===== config.mk =====
export PLATFORM = sky130hd
export DESIGN_NAME = lookahead_spike_corrector_flat
export DESIGN_NICKNAME = d
export VERILOG_FILES = /design/src/hdl/lasc_pkg.sv /design/src/hdl/lasc_if.sv /design/src/hdl/lookahead_spike_corrector.sv /design/src/hdl/lasc_div.sv /design/src/flat_wrapper.sv
export SDC_FILE = /design/constraint.sdc
export NUM_CORES = 1
export LEC_CHECK = 0
export ABC_CLOCK_PERIOD_IN_PS = 14500
export BUFFER_PORTS_ARGS = -buffer_cell sky130_fd_sc_hd__buf_4
export CAP_MARGIN = 25
export CORE_MARGIN = 3
export CORE_UTILIZATION = 44
export CTS_BUF_LIST = sky130_fd_sc_hd__clkbuf_2
export DETAILED_ROUTE_END_ITERATION = 12
export PLACE_DENSITY = 0.58
export SETUP_SLACK_MARGIN = 0.15
export SLEW_MARGIN = 0
export SYNTH_ARGS = -nofsm -noshare
export SYNTH_HDL_FRONTEND = slang
export SYNTH_SLANG_ARGS = --single-unit
export TNS_END_PERCENT = 5

===== constraint.sdc =====
create_clock -name clk -period 14.5 [get_ports clk]
set_input_delay 1.45 -clock clk [delete_from_list [all_inputs] [get_ports clk]]
set_output_delay 1.45 -clock clk [all_outputs]
set_load 0.03 [all_outputs]

===== src/hdl/lasc_pkg.sv =====
// Shared types and constants for the lookahead spike corrector.
// No dependencies; every other file in hdl/ refers to this package by scoped name.
`default_nettype none

package lasc_pkg;

    localparam int THR_BITS       = 15;
    localparam int LIM_BITS       = 4;
    localparam int CFG_INDEX_BITS = 1;
    localparam int CFG_DATA_BITS  = 15;
    localparam int DIVISOR_BITS   = 5;

    localparam logic [CFG_INDEX_BITS-1:0] REG_ERROR_THRESHOLD = 1'd0;
    localparam logic [CFG_INDEX_BITS-1:0] REG_MAX_SEARCH      = 1'd1;

    localparam logic [THR_BITS-1:0] THR_RESET = 15'd640;
    localparam logic [LIM_BITS-1:0] LIM_RESET = 4'd10;

    typedef enum logic [2:0] {
        ST_IDLE,
        ST_CHECK,
        ST_FETCH,
        ST_CMP,
        ST_DIV,
        ST_EMIT
    } lasc_state_t;

endpackage

`default_nettype wire


===== src/hdl/lasc_if.sv =====
// Valid/ready channel interfaces for samples, results and register writes.
// Depends on lasc_pkg for the register port widths.
`default_nettype none

interface lasc_sample_if #(parameter int SAMPLE_BITS = 16);
    logic                          valid;
    logic                          ready;
    logic signed [SAMPLE_BITS-1:0] sample_value;
    logic                          last_sample;

    modport source (output valid, output sample_value, output last_sample, input ready);
    modport sink   (input valid, input sample_value, input last_sample, output ready);
endinterface

interface lasc_result_if #(parameter int SAMPLE_BITS = 16);
    logic                          valid;
    logic                          ready;
    logic signed [SAMPLE_BITS-1:0] corrected_value;
    logic                          was_changed;
    logic                          limit_hit;
    logic                          last_result;

    modport source (output valid, output corrected_value, output was_changed,
                    output limit_hit, output last_result, input ready);
    modport sink   (input valid, input corrected_value, input was_changed,
                    input limit_hit, input last_result, output ready);
endinterface

interface lasc_cfg_if;
    logic                                valid;
    logic                                ready;
    logic [lasc_pkg::CFG_INDEX_BITS-1:0] index;
    logic [lasc_pkg::CFG_DATA_BITS-1:0]  data;

    modport source (output valid, output index, output data, input ready);
    modport sink   (input valid, input index, input data, output ready);
endinterface

`default_nettype wire


===== src/hdl/lookahead_spike_corrector.sv =====
// Lookahead spike corrector top level: sample buffer, search sequencer, output register.
// Depends on lasc_pkg, the channel interfaces in lasc_if.sv and the divider lasc_div.
//
// Each sample transaction is taken only while the block is idle. A sample is
// buffered until max_search samples follow it (or the stream ends), then its
// forward search runs one step at a time, a FETCH then a CMP state, through
// the single buffer read port and one shared compare against a running
// (k+1)*threshold bound. The first sample of a stream is released without a
// search. An interpolated result then passes through the bit-serial divider.
// Each result waits in the output register until it is taken. Typical
// streams release one result per sample. No clearing pass.
`default_nettype none

module lookahead_spike_corrector #(
    parameter int WINDOW_DEPTH = 16,
    parameter int SAMPLE_BITS  = 16
) (
    input  wire logic     clk,
    input  wire logic     rst_n,
    lasc_sample_if.sink   samples,
    lasc_result_if.source results,
    lasc_cfg_if.sink      cfg
);

    localparam int THR_W   = lasc_pkg::THR_BITS;
    localparam int LIM_W   = lasc_pkg::LIM_BITS;
    localparam int PTR_W   = $clog2(WINDOW_DEPTH);
    localparam int CNT_W   = $clog2(WINDOW_DEPTH + 1);
    localparam int SUM_W   = CNT_W + 1;
    localparam int CW      = (CNT_W > LIM_W + 1) ? CNT_W : LIM_W + 1;
    localparam int DW      = SAMPLE_BITS + 1;
    localparam int BND_W   = THR_W + LIM_W;
    localparam int CMP_W   = (DW > BND_W) ? DW : BND_W;
    localparam int LIM_CAP = (WINDOW_DEPTH - 1 < 15) ? WINDOW_DEPTH - 1 : 15;

    localparam logic [PTR_W-1:0] PTR_LAST = PTR_W'(WINDOW_DEPTH - 1);
    localparam logic [LIM_W-1:0] LIM_MAX  = LIM_W'(LIM_CAP);

    lasc_pkg::lasc_state_t state_reg, state_next;

    logic [THR_W-1:0]       thr_reg;
    logic [LIM_W-1:0]       ms_reg;
    logic [SAMPLE_BITS-1:0] prev_reg,  prev_next;
    logic [CNT_W-1:0]       count_reg, count_next;
    logic [PTR_W-1:0]       rp_reg,    rp_next;
    logic                   first_reg, first_next;
    logic                   last_reg,  last_next;

    logic [LIM_W-1:0]       s_reg,     s_next;
    logic [BND_W-1:0]       bound_reg, bound_next;
    logic [PTR_W-1:0]       srch_reg,  srch_next;
    logic [SAMPLE_BITS-1:0] head_reg,  head_next;
    logic                   neg_reg,   neg_next;
    logic [SAMPLE_BITS-1:0] val_reg,   val_next;
    logic                   chg_reg,   chg_next;
    logic                   hit_reg,   hit_next;

    logic [SAMPLE_BITS-1:0] mem [WINDOW_DEPTH];
    logic [SAMPLE_BITS-1:0] rd_data_reg;

    logic                   in_take;
    logic [SUM_W-1:0]       wsum;
    logic [PTR_W-1:0]       wr_addr;
    logic [LIM_W-1:0]       lim;
    logic [LIM_W:0]         s_plus1;
    logic                   flush_stop;
    logic [DW-1:0]          diff;
    logic [DW-1:0]          absd;
    logic                   in_band;
    logic                   emit_now;
    logic                   div_start;
    logic                   div_done;
    logic [DW-1:0]          quo;
    logic [DW-1:0]          quo_s;
    logic [DW-1:0]          interp;

    function automatic logic [PTR_W-1:0] ptr_inc(input logic [PTR_W-1:0] p);
        ptr_inc = (p == PTR_LAST) ? '0 : p + 1'b1;
    endfunction

    assign in_take = samples.valid && samples.ready;

    always_comb
    begin
        wsum = SUM_W'(rp_reg) + SUM_W'(count_reg);
        if (wsum >= SUM_W'(WINDOW_DEPTH))
        begin
            wsum = wsum - SUM_W'(WINDOW_DEPTH);
        end
        wr_addr = wsum[PTR_W-1:0];
    end

    always_comb
    begin
        if (ms_reg == '0)
        begin
            lim = LIM_W'(1);
        end
        else if (ms_reg > LIM_MAX)
        begin
            lim = LIM_MAX;
        end
        else
        begin
            lim = ms_reg;
        end
    end

    always_comb
    begin
        s_plus1    = {1'b0, s_reg} + 1'b1;
        flush_stop = last_reg && (CW'(s_plus1) >= CW'(count_reg));
        diff       = {rd_data_reg[SAMPLE_BITS-1], rd_data_reg}
                   - {prev_reg[SAMPLE_BITS-1], prev_reg};
        absd       = diff[DW-1] ? (~diff + 1'b1) : diff;
        in_band    = CMP_W'(absd) <= CMP_W'(bound_reg);
        emit_now   = (count_reg != '0)
                  && (first_reg || last_reg || (CW'(count_reg) > CW'(lim)));
        quo_s      = neg_reg ? (~quo + 1'b1) : quo;
        interp     = {prev_reg[SAMPLE_BITS-1], prev_reg} + quo_s;
    end

    assign div_start = (state_reg == lasc_pkg::ST_CMP) && !first_reg
                    && (flush_stop || in_band) && (s_reg != '0);

    lasc_div #(
        .WIDTH (DW)
    ) u_div (
        .clk      (clk),
        .rst_n    (rst_n),
        .start    (div_start),
        .dividend (absd),
        .divisor  (s_plus1),
        .done     (div_done),
        .quotient (quo)
    );

    always_comb
    begin
        state_next = state_reg;
        unique case (state_reg)
            lasc_pkg::ST_IDLE:
            begin
                if (in_take)
                begin
                    state_next = lasc_pkg::ST_CHECK;
                end
            end
            lasc_pkg::ST_CHECK:
            begin
                state_next = emit_now ? lasc_pkg::ST_FETCH : lasc_pkg::ST_IDLE;
            end
            lasc_pkg::ST_FETCH:
            begin
                state_next = lasc_pkg::ST_CMP;
            end
            lasc_pkg::ST_CMP:
            begin
                if (first_reg)
                begin
                    state_next = lasc_pkg::ST_EMIT;
                end
                else if (flush_stop || in_band)
                begin
                    state_next = (s_reg == '0) ? lasc_pkg::ST_EMIT : lasc_pkg::ST_DIV;
                end
                else if (s_plus1[LIM_W-1:0] == lim)
                begin
                    state_next = lasc_pkg::ST_EMIT;
                end
                else
                begin
                    state_next = lasc_pkg::ST_FETCH;
                end
            end
            lasc_pkg::ST_DIV:
            begin
                if (div_done)
                begin
                    state_next = lasc_pkg::ST_EMIT;
                end
            end
            lasc_pkg::ST_EMIT:
            begin
                if (results.ready)
                begin
                    if (last_reg && (count_reg == CNT_W'(1)))
                    begin
                        state_next = lasc_pkg::ST_IDLE;
                    end
                    else
                    begin
                        state_next = lasc_pkg::ST_CHECK;
                    end
                end
            end
            default:
            begin
                state_next = lasc_pkg::ST_IDLE;
            end
        endcase
    end

    always_comb
    begin
        prev_next  = prev_reg;
        count_next = count_reg;
        rp_next    = rp_reg;
        first_next = first_reg;
        last_next  = last_reg;
        s_next     = s_reg;
        bound_next = bound_reg;
        srch_next  = srch_reg;
        head_next  = head_reg;
        neg_next   = neg_reg;
        val_next   = val_reg;
        chg_next   = chg_reg;
        hit_next   = hit_reg;
        unique case (state_reg)
            lasc_pkg::ST_IDLE:
            begin
                if (in_take)
                begin
                    last_next  = samples.last_sample;
                    count_next = count_reg + 1'b1;
                end
            end
            lasc_pkg::ST_CHECK:
            begin
                s_next     = '0;
                bound_next = BND_W'(thr_reg);
                srch_next  = rp_reg;
            end
            lasc_pkg::ST_FETCH:
            begin
            end
            lasc_pkg::ST_CMP:
            begin
                if (s_reg == '0)
                begin
                    head_next = rd_data_reg;
                end
                neg_next = diff[DW-1];
                chg_next = 1'b0;
                hit_next = 1'b0;
                if (first_reg || ((flush_stop || in_band) && (s_reg == '0)))
                begin
                    val_next = rd_data_reg;
                end
                else if (flush_stop || in_band)
                begin
                    chg_next = 1'b1;
                end
                else if (s_plus1[LIM_W-1:0] == lim)
                begin
                    val_next = head_next;
                    hit_next = 1'b1;
                end
                else
                begin
                    s_next     = s_plus1[LIM_W-1:0];
                    bound_next = bound_reg + BND_W'(thr_reg);
                    srch_next  = ptr_inc(srch_reg);
                end
            end
            lasc_pkg::ST_DIV:
            begin
                if (div_done)
                begin
                    val_next = interp[SAMPLE_BITS-1:0];
                end
            end
            lasc_pkg::ST_EMIT:
            begin
                if (results.ready)
                begin
                    prev_next  = val_reg;
                    first_next = 1'b0;
                    rp_next    = ptr_inc(rp_reg);
                    count_next = count_reg - 1'b1;
                    if (last_reg && (count_reg == CNT_W'(1)))
                    begin
                        first_next = 1'b1;
                        prev_next  = '0;
                        count_next = '0;
                    end
                end
            end
            default:
            begin
            end
        endcase
    end

    always_ff @(posedge clk or negedge rst_n)
    begin
        if (!rst_n)
        begin
            state_reg <= lasc_pkg::ST_IDLE;
            thr_reg   <= lasc_pkg::THR_RESET;
            ms_reg    <= lasc_pkg::LIM_RESET;
            prev_reg  <= '0;
            count_reg <= '0;
            rp_reg    <= '0;
            first_reg <= 1'b1;
            last_reg  <= 1'b0;
        end
        else
        begin
            state_reg <= state_next;
            prev_reg  <= prev_next;
            count_reg <= count_next;
            rp_reg    <= rp_next;
            first_reg <= first_next;
            last_reg  <= last_next;
            if (cfg.valid && cfg.ready)
            begin
                unique case (cfg.index)
                    lasc_pkg::REG_ERROR_THRESHOLD: thr_reg <= cfg.data[THR_W-1:0];
                    lasc_pkg::REG_MAX_SEARCH:      ms_reg  <= cfg.data[LIM_W-1:0];
                    default:                       ms_reg  <= ms_reg;
                endcase
            end
        end
    end

    always_ff @(posedge clk)
    begin
        s_reg     <= s_next;
        bound_reg <= bound_next;
        srch_reg  <= srch_next;
        head_reg  <= head_next;
        neg_reg   <= neg_next;
        val_reg   <= val_next;
        chg_reg   <= chg_next;
        hit_reg   <= hit_next;
    end

    always_ff @(posedge clk)
    begin
        if (in_take)
        begin
            mem[wr_addr] <= samples.sample_value;
        end
        rd_data_reg <= mem[srch_reg];
    end

    assign samples.ready = (state_reg == lasc_pkg::ST_IDLE);
    assign cfg.ready     = 1'b1;

    assign results.valid           = (state_reg == lasc_pkg::ST_EMIT);
    assign results.corrected_value = val_reg;
    assign results.was_changed     = chg_reg;
    assign results.limit_hit       = hit_reg;
    assign results.last_result     = last_reg && (count_reg == CNT_W'(1));

endmodule

`default_nettype wire


===== src/hdl/lasc_div.sv =====
// Bit-serial restoring divider: unsigned dividend by a small step count.
// Depends on lasc_pkg for the divisor width.
`default_nettype none

module lasc_div #(
    parameter int WIDTH = 17
) (
    input  wire logic                              clk,
    input  wire logic                              rst_n,
    input  wire logic                              start,
    input  wire logic [WIDTH-1:0]                  dividend,
    input  wire logic [lasc_pkg::DIVISOR_BITS-1:0] divisor,
    output logic                                   done,
    output logic [WIDTH-1:0]                       quotient
);

    localparam int DB    = lasc_pkg::DIVISOR_BITS;
    localparam int CNT_W = $clog2(WIDTH + 1);
    localparam logic [CNT_W-1:0] CNT_LAST = CNT_W'(WIDTH - 1);

    logic             busy_reg;
    logic             done_reg;
    logic [CNT_W-1:0] cnt_reg;
    logic [WIDTH-1:0] q_reg;
    logic [DB-1:0]    rem_reg;
    logic [DB-1:0]    dvs_reg;

    logic [DB:0]      rem_shift;
    logic [DB:0]      rem_diff;
    logic             fits;
    logic [DB-1:0]    rem_next;

    always_comb
    begin
        rem_shift = {rem_reg, q_reg[WIDTH-1]};
        rem_diff  = rem_shift - {1'b0, dvs_reg};
        fits      = rem_shift >= {1'b0, dvs_reg};
        rem_next  = fits ? rem_diff[DB-1:0] : rem_shift[DB-1:0];
    end

    always_ff @(posedge clk or negedge rst_n)
    begin
        if (!rst_n)
        begin
            busy_reg <= 1'b0;
            done_reg <= 1'b0;
            cnt_reg  <= '0;
        end
        else if (start)
        begin
            busy_reg <= 1'b1;
            done_reg <= 1'b0;
            cnt_reg  <= '0;
        end
        else if (busy_reg)
        begin
            cnt_reg <= cnt_reg + 1'b1;
            if (cnt_reg == CNT_LAST)
            begin
                busy_reg <= 1'b0;
                done_reg <= 1'b1;
            end
        end
        else
        begin
            done_reg <= 1'b0;
        end
    end

    always_ff @(posedge clk)
    begin
        if (start)
        begin
            q_reg   <= dividend;
            rem_reg <= '0;
            dvs_reg <= divisor;
        end
        else if (busy_reg)
        begin
            q_reg   <= {q_reg[WIDTH-2:0], fits};
            rem_reg <= rem_next;
        end
    end

    assign done     = done_reg;
    assign quotient = q_reg;

endmodule

`default_nettype wire

===== src/flat_wrapper.sv =====
// flat-port wrapper written by rule: the top's interface ports become plain ports
module lookahead_spike_corrector_flat 
#(
    parameter int WINDOW_DEPTH = 16,
    parameter int SAMPLE_BITS  = 16
)
  (clk, rst_n, samples_valid, samples_sample_value, samples_last_sample, samples_ready, results_valid, results_corrected_value, results_was_changed, results_limit_hit, results_last_result, results_ready, cfg_valid, cfg_index, cfg_data, cfg_ready);
  lasc_sample_if #(.SAMPLE_BITS(SAMPLE_BITS)) samples_i ();
  lasc_result_if #(.SAMPLE_BITS(SAMPLE_BITS)) results_i ();
  lasc_cfg_if cfg_i ();
  input  wire logic clk;
  input  wire logic rst_n;
  input wire logic [$bits(samples_i.valid)-1:0] samples_valid;
  input wire logic [$bits(samples_i.sample_value)-1:0] samples_sample_value;
  input wire logic [$bits(samples_i.last_sample)-1:0] samples_last_sample;
  output wire logic [$bits(samples_i.ready)-1:0] samples_ready;
  output wire logic [$bits(results_i.valid)-1:0] results_valid;
  output wire logic [$bits(results_i.corrected_value)-1:0] results_corrected_value;
  output wire logic [$bits(results_i.was_changed)-1:0] results_was_changed;
  output wire logic [$bits(results_i.limit_hit)-1:0] results_limit_hit;
  output wire logic [$bits(results_i.last_result)-1:0] results_last_result;
  input wire logic [$bits(results_i.ready)-1:0] results_ready;
  input wire logic [$bits(cfg_i.valid)-1:0] cfg_valid;
  input wire logic [$bits(cfg_i.index)-1:0] cfg_index;
  input wire logic [$bits(cfg_i.data)-1:0] cfg_data;
  output wire logic [$bits(cfg_i.ready)-1:0] cfg_ready;
  assign samples_i.valid = samples_valid;
  assign samples_i.sample_value = samples_sample_value;
  assign samples_i.last_sample = samples_last_sample;
  assign samples_ready = samples_i.ready;
  assign results_valid = results_i.valid;
  assign results_corrected_value = results_i.corrected_value;
  assign results_was_changed = results_i.was_changed;
  assign results_limit_hit = results_i.limit_hit;
  assign results_last_result = results_i.last_result;
  assign results_i.ready = results_ready;
  assign cfg_i.valid = cfg_valid;
  assign cfg_i.index = cfg_index;
  assign cfg_i.data = cfg_data;
  assign cfg_ready = cfg_i.ready;
  lookahead_spike_corrector #(.WINDOW_DEPTH(WINDOW_DEPTH), .SAMPLE_BITS(SAMPLE_BITS)) u_core (.clk(clk), .rst_n(rst_n), .samples(samples_i), .results(results_i), .cfg(cfg_i));
endmodule

Yosys cells after proc, flatten, opt, wreduce, memory -nomap -nowiden
Memories as Yosys holds them, arrays and structs flattened. A register that Yosys moved wholly into a read port is not among the register bits.
Cells that the tools add are included.
{"block": "totals", "register_bits": 145, "ramBits": 256, "in_bits": 38, "out_inout_bits": 22, "word_cells": 152, "mem_count": 1}
{"memory": "u_core.mem", "words": 16, "word_bits": 16, "rd": 1, "rd_clocked_by_memory_dff": 1, "wr": 1, "line": "lookahead_spike_corrector.sv:58", "source": "logic [SAMPLE_BITS-1:0] mem [WINDOW_DEPTH];"}
{"block": "op_classes", "add_sub_neg": 14, "magnitude_cmp": 6, "eq_ne": 19, "mux": 56, "bitwise_logic": 3, "reduce_logical": 31}
{"cell": "$mux 16", "count": 7}
{"cell": "$mux 19", "count": 3}
{"cell": "$mux 17", "count": 3}
{"cell": "$mux 4", "count": 11}
{"cell": "$pmux 19 s2", "count": 1}
{"cell": "$pmux 16 s2", "count": 1}
{"cell": "$mux 5", "count": 6}
{"cell": "$add 19x15->19", "count": 1}
{"cell": "$le 17x19->1", "count": 1}
{"cell": "$mux 3", "count": 6}
{"cell": "$pmux 3 s6", "count": 1}
{"cell": "$add 17x1->17 const B", "count": 1}
{"cell": "$not 17->17", "count": 1}
{"cell": "$sub 16x16->17", "count": 1}
{"cell": "$add 16x1->16 const B", "count": 1}
{"cell": "$add 16x16->16", "count": 1}
{"cell": "$not 16->16", "count": 1}
{"cell": "$pmux 4 s2", "count": 2}
{"cell": "$mux 1", "count": 13}
{"cell": "$add 5x1->5 const B", "count": 2}
{"cell": "$ne 2x2->1 const B", "count": 5}
{"cell": "$pmux 5 s2", "count": 1}
{"cell": "$add 4x1->4 const B", "count": 2}
{"cell": "$eq 4x4->1 const B", "count": 2}
{"cell": "other kinds (33)", "count": 55}

Depth between registers and ports, before layout
Gate-level depths: netlist of run 1.
{"block": "depth", "word_depth": 10, "mapped_depth": 24, "mapped_depth_nobuf": 21}

By module
Synthesis of run 1 repeated with hierarchy kept, for this count alone.
{"block": "hier_totals", "hier_cells": 1562, "hier_area_um2": 20412.1}
{"mod": "lookahead_spike_corrector", "instances": 1, "cells_each": 1432, "area_each_um2": 18763.0, "seq_area_each_um2": 11101.9}
{"mod": "lasc_div", "instances": 1, "cells_each": 130, "area_each_um2": 1649.1, "seq_area_each_um2": 935.9}

Worst setup path after synthesis of run 1
OpenSTA, ideal clock, no wires.
{"block": "synth_path", "kind": "register to register", "from": "register u_core.prev_reg[0]", "to": "register u_core.bound_reg[0] (enable)", "t_arrival_ps": 5719, "required_time_ps": 14055, "slack_ps": 8336, "stages_incl_launch_ff": 22, "n_path_buf": 1, "path_cell_list": "dfrtp_1 > ha_1 > fa_1 > nor2b_2 > o2111ai_1 > a31oi_1 > a221oi_1 > a21o_1 > o221ai_2 > buf_4 > nor2_1 > xnor2_1 > ha_1 > a21o_1 > a21o_1 > a21oi_1 > or3_1 > nand4_1 > nand3_1 > nor3_1 > nor2_1 > nor3_1"}
{"block": "synth_via", "elab_chain_cells": 10, "word_cells_on_any_way": 11, "cone_classes": "add/sub (2); order compare (1); eq/ne (2); mux (1); bitwise (1); reduce/logical (4)"}
{"element": "from (decl)", "line": "lookahead_spike_corrector.sv:43", "source": "logic [SAMPLE_BITS-1:0] prev_reg, prev_next;"}
{"element": "from (signal assigned)", "line": "lookahead_spike_corrector.sv:311", "source": "prev_reg <= prev_next;"}
{"element": "$sub 16x16->17 (*)", "line": "lookahead_spike_corrector.sv:114", "source": "- {prev_reg[SAMPLE_BITS-1], prev_reg};"}
{"element": "$not 17->17", "line": "lookahead_spike_corrector.sv:115", "source": "absd = diff[DW-1] ? (~diff + 1'b1) : diff;"}
{"element": "$add 17x1->17", "line": "lookahead_spike_corrector.sv:115"}
{"element": "$mux 17 (*)", "line": "lookahead_spike_corrector.sv:115"}
{"element": "$le 17x19->1 (*)", "line": "lookahead_spike_corrector.sv:116", "source": "in_band = CMP_W'(absd) <= CMP_W'(bound_reg);"}
{"element": "$logic_or 1x1->1 (*)", "line": "lookahead_spike_corrector.sv:246, lookahead_spike_corrector.sv:250"}
{"element": "$logic_and 1x1->1", "line": "lookahead_spike_corrector.sv:246", "source": "if (first_reg || ((flush_stop || in_band) && (s_reg == '0)))"}
{"element": "$logic_or 1x1->1", "line": "lookahead_spike_corrector.sv:246"}
{"element": "$ne 2x2->1 (no line)"}
{"element": "$reduce_and 4->1 (no line) (*)"}
{"element": "to (signal assigned)", "line": "lookahead_spike_corrector.sv:330", "source": "bound_reg <= bound_next;"}
{"element": "to (decl)", "line": "lookahead_spike_corrector.sv:50", "source": "logic [BND_W-1:0] bound_reg, bound_next;"}
Every way passes the cells marked *; elsewhere a longest branch is shown, timed or not.
A chain may end at the register's enable or synchronous reset.

Worst setup path in the final report of run 1
{"block": "layout_path", "from": "register u_core.prev_reg[0]", "to": "register u_core.u_div.q_reg[16], in the netlist u_core.u_div.quotient[16] (enable)"}
{"block": "layout_via", "elab_chain_cells": 9}
{"element": "$sub 16x16->17 (*)", "line": "lookahead_spike_corrector.sv:114"}
{"element": "$not 17->17", "line": "lookahead_spike_corrector.sv:115"}
{"element": "$add 17x1->17", "line": "lookahead_spike_corrector.sv:115"}
{"element": "$mux 17 (*)", "line": "lookahead_spike_corrector.sv:115"}
{"element": "$le 17x19->1 (*)", "line": "lookahead_spike_corrector.sv:116"}
{"element": "$logic_or 1x1->1 (*)", "line": "lookahead_spike_corrector.sv:124", "source": "&& (flush_stop || in_band) && (s_reg != '0);"}
{"element": "$logic_and 1x1->1 (*) (2 in a row)", "line": "lookahead_spike_corrector.sv:124"}
{"element": "$reduce_bool 2->1 (no line) (*)"}
{"element": "to (signal assigned)", "line": "lasc_div.sv:74", "source": "q_reg <= dividend;"}
{"element": "to (signal assigned)", "line": "lasc_div.sv:80", "source": "q_reg <= {q_reg[WIDTH-2:0], fits};"}
{"element": "to (decl)", "line": "lasc_div.sv:24", "source": "logic [WIDTH-1:0] q_reg;"}
Marked as above.

==> results of run 1 <==
-- routing by layer --
layer	vias up	part of all wire, %
li1	6194	-
met4	0	1.9
met2	332	50
met1	6298	42
met5	-	0
met3	75	5.4
-- per-stage QoR --
stage / power (mW) / setup slack [ns] / hold slack [ns] / instances
2_1_floorplan: 3.90 / 8.34 / 0.432 / 1546
3_3_place_gp: 4.60 / 8.81 / 0.445 / 2175
3_5_place_dp: 4.65 / 8.70 / 0.450 / 2175
4_1_cts: 5.47 / 8.66 / 0.347 / 2369
5_1_grt: 5.88 / 8.18 / 0.358 / 2372
6_report: 5.41 / 8.63 / 0.460 / 2372
-- where the power goes --
part           internal [mW]  switching (mW)
Combinational           1.18            1.67
Clock                  0.298           0.482
Sequential              1.59           0.194
Total                   3.07            2.34
-- critical path, stage by stage, from the launching register on --
cell and delay (ns):
dfrtp_1 0.42, ha_1 0.22, fa_1 0.44, nor2b_2 0.19, o2111ai_1 0.18, a31oi_1 0.30, a221oi_1 0.14, a21o_1 0.21
o221ai_2 0.69, nor2_1 0.14, xnor2_1 0.27, ha_1 0.30, a21o_1 0.18, a21o_1 0.17, a21oi_1 0.12, or3_1 0.11
nand4_1 0.10, nand3_1 0.24, and3_1 0.19, buf_4 0.40, or2_2 0.47
-- Yosys cell counts (7+ instances only) --
cell type  instances  area (sq um)
a21o_1            22           165
xnor2_1           51           447
edfxtp_1         340         10200
mux2_2            64           721
o31ai_1            9          67.6
a211oi_1           7          52.6
nand2b_1          12          75.1
o21ai_0          110           551
nand4_1           10          62.6
nor3_1            19          95.1
dfxtp_1           21           420
inv_1             74           278
xor2_1            31           272
o21a_1             8          60.1
nor2_1            87           327
clkbuf_1          40           150
nor2b_1           12          75.1
a22oi_1           17           128
buf_1              9          33.8
and2_1             7          43.8
a221oi_1          19           166
mux4_2            32           721
nand2_1          130           488
ha_1              91          1140
a31oi_1            8          50.1
mux2i_1           69           691
a21oi_1           73           365
nand3_1           16          80.1
and3_1             8          50.1
dfrtp_1           51          1280
-- cells by family after synthesis --
family / synth area share [%]
multiplexers: 10.6
adder cells (fa/ha/maj): 6.11
AO/OA/AOI/OAI: 10.2
flip-flops: 59.4
other: 0.0185
buffers and inverters: 2.45
AND/OR/NAND/NOR: 7.71
XOR/XNOR: 3.54
-- area by class of cell --
class | instances | area (sq um) | area share, %
antenna | 2 | 5.00 | 0.0222
clock buffer | 158 | 791 | 3.51
clock inverter | 36 | 164 | 0.728
inverter | 75 | 282 | 1.25
multi-input combinational | 1000 | 7790 | 34.6
sequential | 417 | 12000 | 53.5
tap | 592 | 741 | 3.29
timing repair buffer | 92 | 711 | 3.16
-- path summary, 6_finish.rpt --
path,endpoint,slack (ns),depth (start not counted)
worst max-delay path,u_core.u_div.quotient[16]$_DFFE_PP_,8.63,20
worst min-delay path,u_core.prev_reg[12]$_DFFE_PN0P_,0.46,1
worst max register to register,u_core.u_div.quotient[16]$_DFFE_PP_,8.63,20
worst min register to register,u_core.u_div.rem_reg[4]$_SDFFE_PP0P_,0.46,2
max in group asynchronous,u_core.u_div.busy_reg$_DFF_PN0_,13.45,1
min in group clk,u_core.u_div.rem_reg[4]$_SDFFE_PP0P_,0.46,2
==> results.sh, run 1 <==
export IMPL_status="finished, final reports clean"
export IMPL_portBuffers=58
export IMPL_drv_cap=0
export IMPL_gp_congestion=0.819
export IMPL_end_kind="flip-flop"
export IMPL_setup_violations=0
export IMPL_fp_coreArea_sq_mm=0.0449
export IMPL_dieArea_sq_mm=0.0487
export IMPL_grt_overflow=0
export IMPL_synth_distinct_cells=72
export IMPL_path_max_fanout=35
export IMPL_met3_usage_pct=4.75
export IMPL_startpoint="u_core.prev_reg[0]$_DFFE_PN0P_"
export IMPL_ctsResizeCount=0
export IMPL_clockBufferDepth=3
export IMPL_antenna_found_initial=3
export IMPL_nets=1827
export IMPL_largest_reg_flops=256
export IMPL_period_minus_slack_ns=5.87
export IMPL_syn_instance_count=1546
export IMPL_p_per_area_mw_per_mm2=240
export IMPL_syn_area_sq_mm=0.0203
export IMPL_irDropWorstVdd_mv=0.118
export IMPL_dr_total_vias=12900
export IMPL_first_iter_violations=729
export IMPL_drt_pass1_iter_count=6
export IMPL_tightest_slew_ns=0.922
export IMPL_met1_usage_pct=25.0
export IMPL_clk_latency_ns=1.08
export IMPL_die_h_um=221
export IMPL_cts_tree="done"
export IMPL_synth_net_count=1680
export IMPL_post_route_util_pct=50.2
export IMPL_io_pins=60
export IMPL_cts_max_level=3
export IMPL_cp_start_kind="flip-flop"
export IMPL_drive_gt1_share_pct=22.3
export IMPL_max_slew_margin_pct=38.5
export IMPL_post_cts_buffers=0
export IMPL_gr_usage_met2_pct=34.4
export IMPL_avgSynthCellArea_sq_um=13.1
export IMPL_rsz0062_at_grt="false"
export IMPL_final_common_cell="edfxtp_1"
export IMPL_grt_usage_pct=20.0
export IMPL_avgRoutedWirePerCell_um=20.1
export IMPL_start_util_pct=45.1
export IMPL_r2r_start="u_core.prev_reg[0]$_DFFE_PN0P_"
export IMPL_hpwlAfterDp_um=31100
export IMPL_grt_pass1_vias=13300
export IMPL_async_reset_ff_share_pct=13.4
export IMPL_ys_seq_area_share_pct=59.4
export IMPL_finClkSkew_ns=0.0698
export IMPL_n_fill_cell=4059
export IMPL_worst_ep_arrival_time_ns=6.55
export IMPL_synth_edf_count=340
export IMPL_synth_flop_cell="edfxtp_1"
export IMPL_numCtsBuffers=107
export IMPL_yosys_warnings=0
export IMPL_ant_nets=0
export IMPL_cts_sinks=417
export IMPL_criticalPathCategory="flip-flop to flip-flop"
export IMPL_holdBufCountCts=0
export IMPL_cts_root_buf="clkbuf_2"
export IMPL_grt_max_degree=58
export IMPL_max_freq_mhz=170
export IMPL_p_leak_nw=8.69
export IMPL_die_w_um=221
export IMPL_finalHoldViolations=0
export IMPL_grt_first_pass_wirelength_um=74200
export IMPL_dpl_cell_area_sq_mm=0.0215
export IMPL_drv_slew=0
export IMPL_routed_wl_um=47600
export IMPL_routed_via_density=5.44
export IMPL_design_area_sq_mm=0.0225
export IMPL_area_delta_synth_final_pct=11.1
export IMPL_timing_setup_tns_ns=0
export IMPL_layout_common_cells="edfxtp_1, clkbuf_2, nand2_1"
export IMPL_post_route_drc_count=0
export IMPL_rows=77
export IMPL_synth_seq_cells=417
export IMPL_grt_busiest_layer="met2"
export IMPL_hold_path_class="input pin to async pin"
export IMPL_worst_endpoint_required_ns=15.18
export IMPL_min_period_over_period_pct=40.5
export IMPL_clkTransAtPathRegs_ns=0.10
No activity file was read; power rests on OpenSTA's default activity.
==> run 2, diff against run 1 <==
--- a/config.mk
+++ b/config.mk
@@ -5,14 +5,14 @@
 export SDC_FILE = /design/constraint.sdc
 export NUM_CORES = 1
 export LEC_CHECK = 0
-export ABC_CLOCK_PERIOD_IN_PS = 14500
+export ABC_CLOCK_PERIOD_IN_PS = 5200
 export BUFFER_PORTS_ARGS = -buffer_cell sky130_fd_sc_hd__buf_4
 export CAP_MARGIN = 25
 export CORE_MARGIN = 3
 export CORE_UTILIZATION = 44
 export CTS_BUF_LIST = sky130_fd_sc_hd__clkbuf_2
 export DETAILED_ROUTE_END_ITERATION = 12
-export PLACE_DENSITY = 0.58
+export PLACE_DENSITY = 0.6
 export SETUP_SLACK_MARGIN = 0.15
 export SLEW_MARGIN = 0
 export SYNTH_ARGS = -nofsm -noshare
==> constraint.sdc (replaced) <==
create_clock -name clk -period 5.2 [get_ports clk]
set_input_delay 0.52 -clock clk [delete_from_list [all_inputs] [get_ports clk]]
set_output_delay 0.52 -clock clk [all_outputs]
set_load 0.03 [all_outputs]
==> results.sh, run 2 (synthesis results as in run 1) <==
export IMPL_routed_wl_um=49000
export IMPL_die_h_um=221
export IMPL_gp_congestion=0.840
export IMPL_largest_reg_flops=256
export IMPL_path_max_fanout=6
export IMPL_criticalPathCategory="flip-flop to flip-flop"
export IMPL_cpMaxStageDelayCell="fa_2"
export IMPL_drv_cap=0
export IMPL_tightest_slew_ns=0.872
export IMPL_max_freq_mhz=198
export IMPL_routed_via_density=5.43
export IMPL_cp_depth=24
export IMPL_cts_max_level=3
export IMPL_power_total_mw=16.6
export IMPL_drive_gt1_share_pct=25.8
export IMPL_area_delta_synth_final_pct=17.6
export IMPL_cts_root_buf="clkbuf_2"
export IMPL_grt_usage_pct=20.3
export IMPL_clkTransAtPathRegs_ns=0.10
export IMPL_reg2reg_depth=24
export IMPL_nets=1916
export IMPL_numCtsBuffers=106
export IMPL_postLayoutSetupSlackWorst_ns=0.149
export IMPL_worst_endpoint_required_ns=5.97
export IMPL_crit_family="compound AO/OA/AOI/OAI gates"
export IMPL_crit_buf_inv=6
export IMPL_end_kind="flip-flop"
export IMPL_dieArea_sq_mm=0.0487
export IMPL_grt_first_pass_wirelength_um=75000
export IMPL_layout_common_cells="edfxtp_1, clkbuf_2, nand2_1"
export IMPL_grt_pass1_vias=13500
export IMPL_rows=77
export IMPL_clockBufferDepth=3
export IMPL_die_w_um=221
export IMPL_fp_coreArea_sq_mm=0.0449
export IMPL_status="finished, final reports clean"
export IMPL_path_cells="inv_2 -> ha_4 -> fa_2 -> nor2b_4 -> buf_6 -> o2111ai_4 -> a31oi_4 -> a221oi_2 -> a21o_1 -> o221ai_4 -> buf_12 -> buf_8 -> a21oi_2 -> xor2_1 -> ha_1 -> nand4_1 -> nor3_2 -> a2111oi_2 -> nand3_2 -> nor3_2 -> nor2_2 -> nor3_4 -> buf_12 -> clkbuf_16"
export IMPL_finalHoldViolations=0
export IMPL_hpwlAfterDp_um=31000
export IMPL_max_slew_margin_pct=41.8
export IMPL_cp_start_kind="flip-flop"
export IMPL_ant_nets=0
export IMPL_first_iter_violations=946
export IMPL_cts_sinks=417
export IMPL_period_minus_slack_ns=5.05
export IMPL_finClkSkew_ns=0.0964
export IMPL_grt_overflow=0
export IMPL_cts_tree="done"
export IMPL_rsz0062_at_grt="true"
export IMPL_post_route_drc_count=0
export IMPL_hold_depth=2
export IMPL_p_leak_nw=9.18
export IMPL_avgRoutedWirePerCell_um=20.0
export IMPL_dr_total_vias=13300
export IMPL_setup_violations=0
export IMPL_drv_slew=0
export IMPL_slowest_delay_ns=0.44
export IMPL_drt_pass1_iter_count=5
export IMPL_portBuffers=58
export IMPL_final_common_cell="edfxtp_1"
export IMPL_clk_latency_ns=1.10
export IMPL_hold_path_class="input pin to flip-flop"
export IMPL_irDropWorstVdd_mv=0.404
export IMPL_start_util_pct=45.1
export IMPL_p_per_area_mw_per_mm2=698
export IMPL_io_pins=60
export IMPL_grt_max_degree=101
export IMPL_worst_ep_arrival_time_ns=5.82
export IMPL_antenna_found_initial=2
export IMPL_min_period_over_period_pct=97.1
export IMPL_place_worst_setup_slack_ns=-0.0129
==> run 2: cell types whose count changed in the layout (fill, tap and decap cells not counted), sizes merged <==
| cell | previous run | this run |
|---|---|---|
| buf | 92 | 123 |
| clkbuf | 158 | 154 |
| diode | 2 | 3 |
| dlygate4sd3 | 0 | 57 |
| inv | 80 | 76 |
==> run 2: layout make-up <==
cell class,count,area (sq um)
multi-input combinational,1000,8150
clock inverter,32,144
fill,3921,21100
sequential,417,12000
timing repair buffer,182,1710
clock buffer,152,761
antenna,3,7.51
tap,592,741
inverter,75,282
==> run 2: routing by layer <==
| layer | global-route usage, % | wire length [um] | vias to the layer above |
|---|---|---|---|
| met2 | 34.8 | 24100 | 315 |
| li1 | - | - | 6358 |
| met5 | 0 | 0 | - |
| met1 | 25.9 | 21100 | 6534 |
| met4 | 6.48 | 1260 | 0 |
| met3 | 4.05 | 2570 | 102 |
==> run 2: worst paths after layout <==
kind                                                        end                                  from  slack [ns]
min in group asynchronous         u_core.thr_reg[4]$_DFFE_PN0P_                                 rst_n        0.55
min                                 u_core.mem[15][5]$_DFFE_PP_               samples_sample_value[5]        0.27
max in group asynchronous         u_core.thr_reg[6]$_DFFE_PN0P_                                 rst_n        3.06
max                               u_core.bound_reg[3]$_DFFE_PP_         u_core.rd_data_reg[0]$_DFF_P_        0.15
min reg2reg                u_core.u_div.rem_reg[4]$_SDFFE_PP0P_  u_core.u_div.rem_reg[4]$_SDFFE_PP0P_        0.46
max reg2reg                       u_core.bound_reg[3]$_DFFE_PP_         u_core.rd_data_reg[0]$_DFF_P_        0.15
==> run 2: timing repair <==
item,4_1_cts,5_1_grt
hold buffers,57,0
gates resized for setup,5,78
setup buffers,1,24
pin swaps,2,40
endpoints found under the setup margin,77,93
hold endpoints to repair,341,0
gates cloned,0,3
==> run 2: stage by stage <==
stage / cell area (sq um) / instances / utilization, % / hold WS, ns / TNS, ns
finish: 23800 / 2453 / 53.1 / 0.269 / 0
global route: 23800 / 2452 / 53.1 / 0.146 / -0.260
CTS: 23200 / 2423 / 51.6 / 0.0843 / 0
detailed placement: 21700 / 2181 / 48.3 / 0.444 / -0.0705
global placement: 21600 / 2176 / 48.1 / 0.444 / 0
floorplan: 20300 / 1546 / - / 0.224 / 0
==> run 2: power by group <==
group,total [mW],switching [mW],internal (mW)
Sequential,4.99,0.545,4.45
Combinational,9.52,5.26,4.25
Clock,2.12,1.33,0.791
Total,16.6,7.14,9.49
==> run 3, diff against run 2 <==
--- a/config.mk
+++ b/config.mk
@@ -12,6 +12,7 @@
 export CORE_UTILIZATION = 44
 export CTS_BUF_LIST = sky130_fd_sc_hd__clkbuf_2
 export DETAILED_ROUTE_END_ITERATION = 12
+export GPL_TIMING_DRIVEN = 0
 export PLACE_DENSITY = 0.6
 export SETUP_SLACK_MARGIN = 0.15
 export SLEW_MARGIN = 0
==> results.sh, run 3 (synthesis results as in run 1) <==
export IMPL_status="finished, final reports clean"
export IMPL_clk_latency_ns=1.11
export IMPL_crit_family="simple AND/OR/NAND/NOR gates"
export IMPL_cp_depth=24
export IMPL_start_util_pct=45.1
export IMPL_drv_cap=0
export IMPL_r2r_start="u_core.prev_reg[0]$_DFFE_PN0P_"
export IMPL_drv_slew=0
export IMPL_portBuffers=58
export IMPL_grt_max_degree=46
export IMPL_dieArea_sq_mm=0.0487
export IMPL_first_iter_violations=972
export IMPL_end_kind="flip-flop"
export IMPL_antenna_found_initial=2
export IMPL_hold_path_class="input pin to flip-flop"
export IMPL_fin_cells=2475
export IMPL_dr_total_vias=13600
export IMPL_fp_coreArea_sq_mm=0.0449
export IMPL_startpoint="u_core.prev_reg[0]$_DFFE_PN0P_"
export IMPL_clkTransAtPathRegs_ns=0.12
export IMPL_cts_root_buf="clkbuf_2"
export IMPL_numCtsBuffers=106
export IMPL_post_route_drc_count=0
export IMPL_final_common_cell="edfxtp_1"
export IMPL_criticalPathCategory="flip-flop to flip-flop"
export IMPL_rrSetupSlack_ns=0.23
export IMPL_cts_max_level=3
export IMPL_slowest_delay_ns=0.43
export IMPL_n_fill_cell=3896
export IMPL_fin_hold_ws_ns=0.243
export IMPL_reg2reg_depth=24
export IMPL_cts_sinks=417
export IMPL_grt_pass1_vias=14000
export IMPL_routed_via_density=5.49
export IMPL_p_leak_nw=9.23
export IMPL_die_h_um=221
export IMPL_rows=77
export IMPL_period_minus_slack_ns=4.97
export IMPL_max_slew_margin_pct=33.4
export IMPL_grt_usage_pct=21.7
export IMPL_ant_nets=0
export IMPL_seqCellArea_sq_mm=0.0120
export IMPL_die_w_um=221
export IMPL_finClkSkew_ns=0.0767
export IMPL_irDropWorstVdd_mv=0.482
export IMPL_setup_violations=0
export IMPL_clockBufferDepth=3
export IMPL_nets=1940
export IMPL_worst_ep_arrival_time_ns=5.73
export IMPL_crit_buf_inv=4
export IMPL_io_pins=60
export IMPL_routed_wl_um=51900
export IMPL_power_total_mw=16.7
export IMPL_dp_cells=2216
export IMPL_p_per_area_mw_per_mm2=697
export IMPL_hpwlAfterDp_um=35800
export IMPL_max_freq_mhz=201
export IMPL_timing_setup_tns_ns=0
export IMPL_largest_reg_flops=256
export IMPL_worstSetupEndpoint="u_core.bound_reg[3]$_DFFE_PP_"
export IMPL_cts_tree="done"
export IMPL_gp_congestion=0.853
export IMPL_rsz0062_at_grt="true"
export IMPL_finalHoldViolations=0
export IMPL_multiInputGateArea_sq_mm=0.00814
export IMPL_cp_start_kind="flip-flop"
export IMPL_area_delta_synth_final_pct=18.1
export IMPL_cpMaxStageDelayCell="dfrtp_1"
export IMPL_min_period_over_period_pct=95.7
export IMPL_path_max_fanout=10
export IMPL_avgRoutedWirePerCell_um=21.0
export IMPL_path_cells="ha_4 -> fa_2 -> nor2b_4 -> o2111ai_4 -> a31oi_4 -> a221oi_2 -> a21o_1 -> o221ai_4 -> buf_6 -> buf_6 -> nor2_1 -> xnor2_2 -> ha_1 -> a21o_1 -> a21o_1 -> a21oi_2 -> or3_1 -> nand4_1 -> nand3_4 -> nor3_2 -> nor2_2 -> nor3_4 -> buf_6 -> buf_16"
export IMPL_tightest_slew_ns=1.00
export IMPL_rr_endpoint="u_core.bound_reg[3]$_DFFE_PP_"
export IMPL_layout_common_cells="edfxtp_1, clkbuf_2, nand2_1"
export IMPL_grt_first_pass_wirelength_um=79700
export IMPL_worst_endpoint_required_ns=5.95
export IMPL_drive_gt1_share_pct=24.8
export IMPL_drt_pass1_iter_count=5
export IMPL_grt_overflow=0
-- run 3: power breakdown --
part           leakage [nW]  switching [mW]  internal, mW
Sequential             3.95           0.504          4.44
Combinational          4.56            5.46          4.07
Clock                 0.730            1.37         0.834
-- run 3: per-stage QoR --
stage          setup slack [ns]  utilization (%)  area (sq um)
2_1_floorplan             0.212                -         20300
3_3_place_gp              -1.16             47.8         21400
3_5_place_dp             -0.986             48.7         21900
4_1_cts                   0.111             52.4         23500
5_1_grt                  0.0189             53.3         23900
6_report                  0.226             53.3         23900
-- run 3: cell type report --
cell class / instances / share of cell area (%)
sequential: 417 / 50.3
multi-input combinational: 1001 / 34.0
timing repair buffer: 151 / 6.48
clock buffer: 163 / 3.41
tap: 592 / 3.10
inverter: 75 / 1.18
buffer: 54 / 1.09
clock inverter: 19 / 0.403
antenna: 3 / 0.0314
-- run 3: how the worst min path moves through the flow --
stage	from	to	slack, ns	cells after the start
3_3_place_gp	u_core.u_div.rem_reg[4]$_SDFFE_PP0P_	u_core.u_div.rem_reg[4]$_SDFFE_PP0P_	0.45	2
6_report	cfg_data[12]	u_core.thr_reg[12]$_DFFE_PN0P_	0.24	3
2_1_floorplan	rst_n	u_core.count_reg[0]$_DFFE_PN0P_	0.22	0
5_1_grt	cfg_data[12]	u_core.thr_reg[12]$_DFFE_PN0P_	0.10	3
3_5_place_dp	u_core.u_div.rem_reg[4]$_SDFFE_PP0P_	u_core.u_div.rem_reg[4]$_SDFFE_PP0P_	0.47	2
4_1_cts	samples_sample_value[4]	u_core.mem[3][4]$_DFFE_PP_	0.08	2
-- run 3: worst reg2reg max path: cells and delay by family (launching register included) --
kind                     cells  cell delay [ns]
AND/OR/NAND/NOR              8             1.31
AO/OA/AOI/OAI                8             1.24
adder cells (fa/ha/maj)      3             0.91
buffers and inverters        4             0.61
flip-flops                   1             0.43
XOR/XNOR                     1             0.16
-- run 3: per-layer routing --
layer	share of wire, %	track usage [%]	routed length, um
met1	43	27.8	22300
met2	49	36.4	25400
met3	5.0	4.75	2600
met4	3.0	7.95	1550
met5	0	0	0
-- run 3: what timing repair did --
action / 4_1_cts / 5_1_grt
endpoints found under the setup margin: 98 / 95
hold buffers: 45 / 0
buffers inserted: 11 / 14
resized for setup: 34 / 54
gates cloned: 1 / 2
hold endpoints to repair: 343 / 0
pin swaps: 9 / 26
